### src/rtl/assert_macros.svh
// Assertion macros for the RTL of the page frame allocator.
// Simulation builds get concurrent assertions; synthesis builds get empty bodies.
`ifndef ASSERT_MACROS_SVH
`define ASSERT_MACROS_SVH
`ifndef SYNTHESIS
`define AM_ASSERT_IMPL(label, clk, rst_n, ante, cons) \
    label: assert property (@(posedge clk) disable iff (!rst_n) (ante) |-> (cons)) \
        else $error("assertion failed");
`define AM_ASSERT_NEXT(label, clk, rst_n, ante, cons) \
    label: assert property (@(posedge clk) disable iff (!rst_n) (ante) |=> (cons)) \
        else $error("assertion failed");
`else
`define AM_ASSERT_IMPL(label, clk, rst_n, ante, cons)
`define AM_ASSERT_NEXT(label, clk, rst_n, ante, cons)
`endif
`endif

### src/rtl/bpfa_pkg.sv
// Package of the bitmap page frame allocator: widths, codes and helper functions.
// Used by bpfa_fill_word and bitmap_page_frame_allocator; depends on nothing.
package bpfa_pkg;

    localparam int MAP_BYTES_DEF  = 4096;
    localparam int PAGE_SHIFT_DEF = 12;

    localparam int KB_W   = 23;
    localparam int ADDR_W = 32;
    localparam int OPC_W  = 2;
    localparam int ST_W   = 2;
    localparam int WORD_W = 32;
    localparam int BIT_W  = 5;
    localparam int CNT_W  = 24;

    localparam logic CFG_INSTALLED_KB = 1'b0;
    localparam logic CFG_KERNEL_LIMIT = 1'b1;

    typedef enum logic [OPC_W-1:0] {
        OP_ALLOC   = 2'd0,
        OP_RELEASE = 2'd1,
        OP_INIT    = 2'd2,
        OP_NONE    = 2'd3
    } t_opcode;

    typedef enum logic [ST_W-1:0] {
        ST_OK    = 2'd0,
        ST_FULL  = 2'd1,
        ST_RANGE = 2'd2
    } t_status;

    function automatic logic [BIT_W-1:0] lowest_zero(input logic [WORD_W-1:0] w);
        logic [BIT_W-1:0] idx;
        idx = '0;
        for (int i = WORD_W - 1; i >= 0; i--) begin
            if (!w[i]) begin
                idx = BIT_W'(i);
            end
        end
        return idx;
    endfunction

endpackage

### src/rtl/bpfa_fill_word.sv
// Computes one map word written by the initialize sweep: reserved tail pages
// and kernel pages. Depends on bpfa_pkg.
module bpfa_fill_word #(
    parameter int WADDR_W = 10
) (
    input  logic [WADDR_W-1:0]          i_word_idx,
    input  logic [bpfa_pkg::CNT_W-1:0]  i_rsv_from,
    input  logic [bpfa_pkg::CNT_W-1:0]  i_krn_end,
    output logic [bpfa_pkg::WORD_W-1:0] o_fill
);

    logic [bpfa_pkg::CNT_W-1:0]  base;
    logic [bpfa_pkg::CNT_W-1:0]  base_end;
    logic [bpfa_pkg::CNT_W-1:0]  rsv_off;
    logic [bpfa_pkg::CNT_W-1:0]  krn_off;
    logic [bpfa_pkg::WORD_W-1:0] hi_mask;
    logic [bpfa_pkg::WORD_W-1:0] lo_mask;

    assign base     = bpfa_pkg::CNT_W'({i_word_idx, {bpfa_pkg::BIT_W{1'b0}}});
    assign base_end = base + bpfa_pkg::CNT_W'(bpfa_pkg::WORD_W);
    assign rsv_off  = i_rsv_from - base;
    assign krn_off  = i_krn_end - base;

    always_comb begin
        if (i_rsv_from <= base) begin
            hi_mask = '1;
        end else if (i_rsv_from >= base_end) begin
            hi_mask = '0;
        end else begin
            hi_mask = {bpfa_pkg::WORD_W{1'b1}} << rsv_off[bpfa_pkg::BIT_W-1:0];
        end
        if (i_krn_end >= base_end) begin
            lo_mask = '1;
        end else if (i_krn_end <= base) begin
            lo_mask = '0;
        end else begin
            lo_mask = (bpfa_pkg::WORD_W'(1) << krn_off[bpfa_pkg::BIT_W-1:0])
                      - bpfa_pkg::WORD_W'(1);
        end
    end

    assign o_fill = hi_mask | lo_mask;

endmodule
### config.mk
export PLATFORM = sky130hd
export DESIGN_NAME = bpfa_fill_word
export DESIGN_NICKNAME = d
export VERILOG_FILES = /design/src/rtl/assert_macros.svh /design/src/rtl/bpfa_pkg.sv /design/src/rtl/bpfa_fill_word.sv
export SDC_FILE = /design/constraint.sdc
export NUM_CORES = 1
export LEC_CHECK = 0
export BUFFER_PORTS_ARGS = -buffer_cell sky130_fd_sc_hd__buf_2
export CORE_MARGIN = 1
export CORE_UTILIZATION = 35
export DETAILED_ROUTE_END_ITERATION = 10
export PLACE_DENSITY = 0.69
export SLEW_MARGIN = 10
export SYNTH_ARGS = -nofsm -noshare
export SYNTH_HDL_FRONTEND = slang
export SYNTH_SLANG_ARGS = --single-unit
export TNS_END_PERCENT = 50
### constraint.sdc
create_clock -name vclk -period 9.15
set_clock_uncertainty 0.2 [all_clocks]
set_input_delay 0.915 -clock vclk [all_inputs]
set_output_delay 0.915 -clock vclk [all_outputs]
set_load 0.01 [all_outputs]
==> results.py <==
metrics = {
    "finish": {
        "fill_cells": 684,
        "drive_gt1_frac": 0.271,
        "areaGrowthSynthToFinish_pct": 18.6,
        "clock_buffers": 0,
        "regArea_um2": 0,
        "nets": 506,
        "nFlopsAndLatches": 0,
        "antenna_cells": 0,
    },
    "global_route": {
        "grt_max_degree": 33,
        "grt-ovfl-total": 0,
        "track_usage": 0.206,
        "grt_pass1_vias": 2736,
        "antenna_found_initial": 0,
        "grt_first_pass_wirelength_mm": 12.3,
    },
    "synthesis": {
        "synth_cell_types": 61,
        "synth_area_leader_cell": "ha_1",
        "synth_area_leaders": "ha_1 (21%), o221ai_1 (6.6%), nand2_1 (4.7%), o311ai_2 (4.1%), xnor2_1 (4.0%)",
        "yosysWarningCount": 0,
        "synth_common_cells": "ha_1 (40), nand2_1 (30), inv_1 (23), nor2_1 (19), o221ai_1 (18)",
        "synth_area_mm2": 0.00240,
        "syn_nets": 435,
        "netlist_instances": 337,
        "syn_area_per_cell_um2": 7.11,
        "yosysTopAreaCellShare": 0.209,
        "ys_seq_area_frac": 0,
        "yosysMostFrequentCell": "ha_1",
    },
    "pwr": {
        "p_leak_nw": 1.22,
        "power.density_mw_per_mm2": 36.4,
        "ir_drop_mv": 0.0198,
    },
    "routing": {
        "routedWlPerCell_um": 15.9,
        "vias": 2905,
        "drt_first_pass_iters": 9,
        "drt-initial-drc-count": 151,
        "dr_wl_met2_mm": 3.72,
        "top_layer_used": "met4",
        "drcViolationCount": 9,
        "detail-route-antenna-nets": 0,
        "drt_wl_total_mm": 7.70,
        "via_per_inst": 6.01,
        "wl_met3_um": 478,
        "wl_met1_mm": 3.39,
    },
    "timing": {
        "setup_violations": 0,
        "rsz0062_at_grt": "false",
        "max-slew-margin-rel": 0.379,
        "tightest_slew_ns": 0.927,
        "period_needed_ns": 5.39,
        "fin_crit_sh": 0.589,
        "hold_viol_final": 0,
        "setup_tns_ns": 0,
        "drv_slew": 0,
        "clock.fmax_ghz": 0.185,
        "whs_ns": 2.11,
    },
    "run": {
        "cap_violations": 0,
    },
    "clocking": {
        "post_cts_buffers": 0,
        "hold_buffers": 0,
        "ctsResizeCount": 0,
    },
    "worst_setup_path": {
        "endpoint_kind": "primary output",
        "worstPathMaxFanout": 32,
        "cp_data_arrival_time_ns": 4.28,
        "required_ns": 8.04,
        "startpoint_type": "input pin",
        "critical_path_class": "in2out",
    },
    "die": {
        "coreArea_mm2": 0.00649,
        "ios": 90,
        "die_height_um": 84.8,
        "die_area_mm2": 0.00718,
        "initial_core_util": 0.369,
        "fp.dieW_um": 84.8,
        "row_count": 29,
    },
    "hold_path": {
        "holdCritStartpoint": "i_rsv_from[3]",
        "hold_depth": 3,
        "hold_end": "o_fill[7]",
        "hp-class": "in2out",
    },
    "status": {
        "status": "finished with violations",
        "violations": "DRC",
    },
    "place": {
        "portBuffers": 90,
        "place_congestion": 0.943,
        "dpl.hpwl_mm": 6.27,
    },
}
[cells in the final DEF (no fill, tap or decap), types with 3 or more instances in the layout]
cell type / instances
buf_2: 90
ha_1: 40
nand2_1: 30
inv_1: 23
nor2_1: 19
o221ai_1: 18
a21oi_1: 15
o21ai_0: 13
nor3_1: 12
nor4_1: 12
xnor2_1: 11
nand3_1: 11
nor2b_1: 10
o21a_1: 7
and3_1: 6
a21o_1: 6
and2_1: 6
o311ai_2: 6
a31oi_1: 5
o211ai_1: 5
nand2b_1: 4
a211oi_1: 4
nand4_1: 3
o2111ai_1: 3
a32oi_1: 3
nand3b_1: 3
a21boi_0: 3
[layout make-up]
type	count	area, um2	area share
multi-input combinational	291	2200	0.773
tap	77	96.3	0.0339
timing repair buffer	91	458	0.161
inverter	24	90.1	0.0317
[worst max path at each step]
stage / start / endpoint / slack (ns) / depth (start not counted)
2_1_floorplan: i_word_idx[0] / o_fill[2] / 4.34 / 12
3_3_place_gp: i_word_idx[0] / o_fill[2] / 3.85 / 15
3_5_place_dp: i_word_idx[0] / o_fill[2] / 3.76 / 15
4_1_cts: i_word_idx[0] / o_fill[2] / 3.74 / 15
5_1_grt: i_word_idx[0] / o_fill[2] / 3.45 / 15
6_report: i_word_idx[0] / o_fill[2] / 3.76 / 15
[stage by stage]
stage	util	area, um2	worst slack [ns]	std cells	total power (W)
after global routing	0.438	2840	3.45	483	0.000117
after detailed placement	0.438	2840	3.76	483	0.000102
after global placement	0.438	2840	3.85	483	0.000100
after CTS	0.438	2840	3.74	483	0.000103
after floorplan	-	2400	4.34	337	0.0000682
final	0.438	2840	3.76	483	0.000104
[routing by layer]
layer | vias to the layer above | global-route usage
li1 | 1445 | -
met1 | 1331 | 0.265
met2 | 121 | 0.389
met3 | 8 | 0.00590
met4 | 0 | 0.0262
met5 | - | 0
[power by group]
part | total (W) | internal (W) | switching (W)
clock network | 0 | 0 | 0
registers | 0 | 0 | 0
logic | 0.000104 | 0.0000433 | 0.0000602
[critical path, cell delays in order]
cell and delay, ns:
buf_2 0.15, nand4_1 0.17, or2_4 0.29, nor3_1 0.30
xnor2_1 0.16, ha_1 0.27, and3_1 0.21, nand2_1 0.09
a21oi_1 0.04, a311o_1 0.37, nor4_1 0.43, nor4_4 0.09
buf_4 0.26, o311ai_0 0.33, buf_2 0.19
[cell families after synthesis]
family / share of synthesized area
buf+inv: 0.0825
fa+ha+maj: 0.218
simple gates: 0.284
xor+xnor: 0.0564
compound gates: 0.360
No activity file was read; power rests on OpenSTA's default activity.
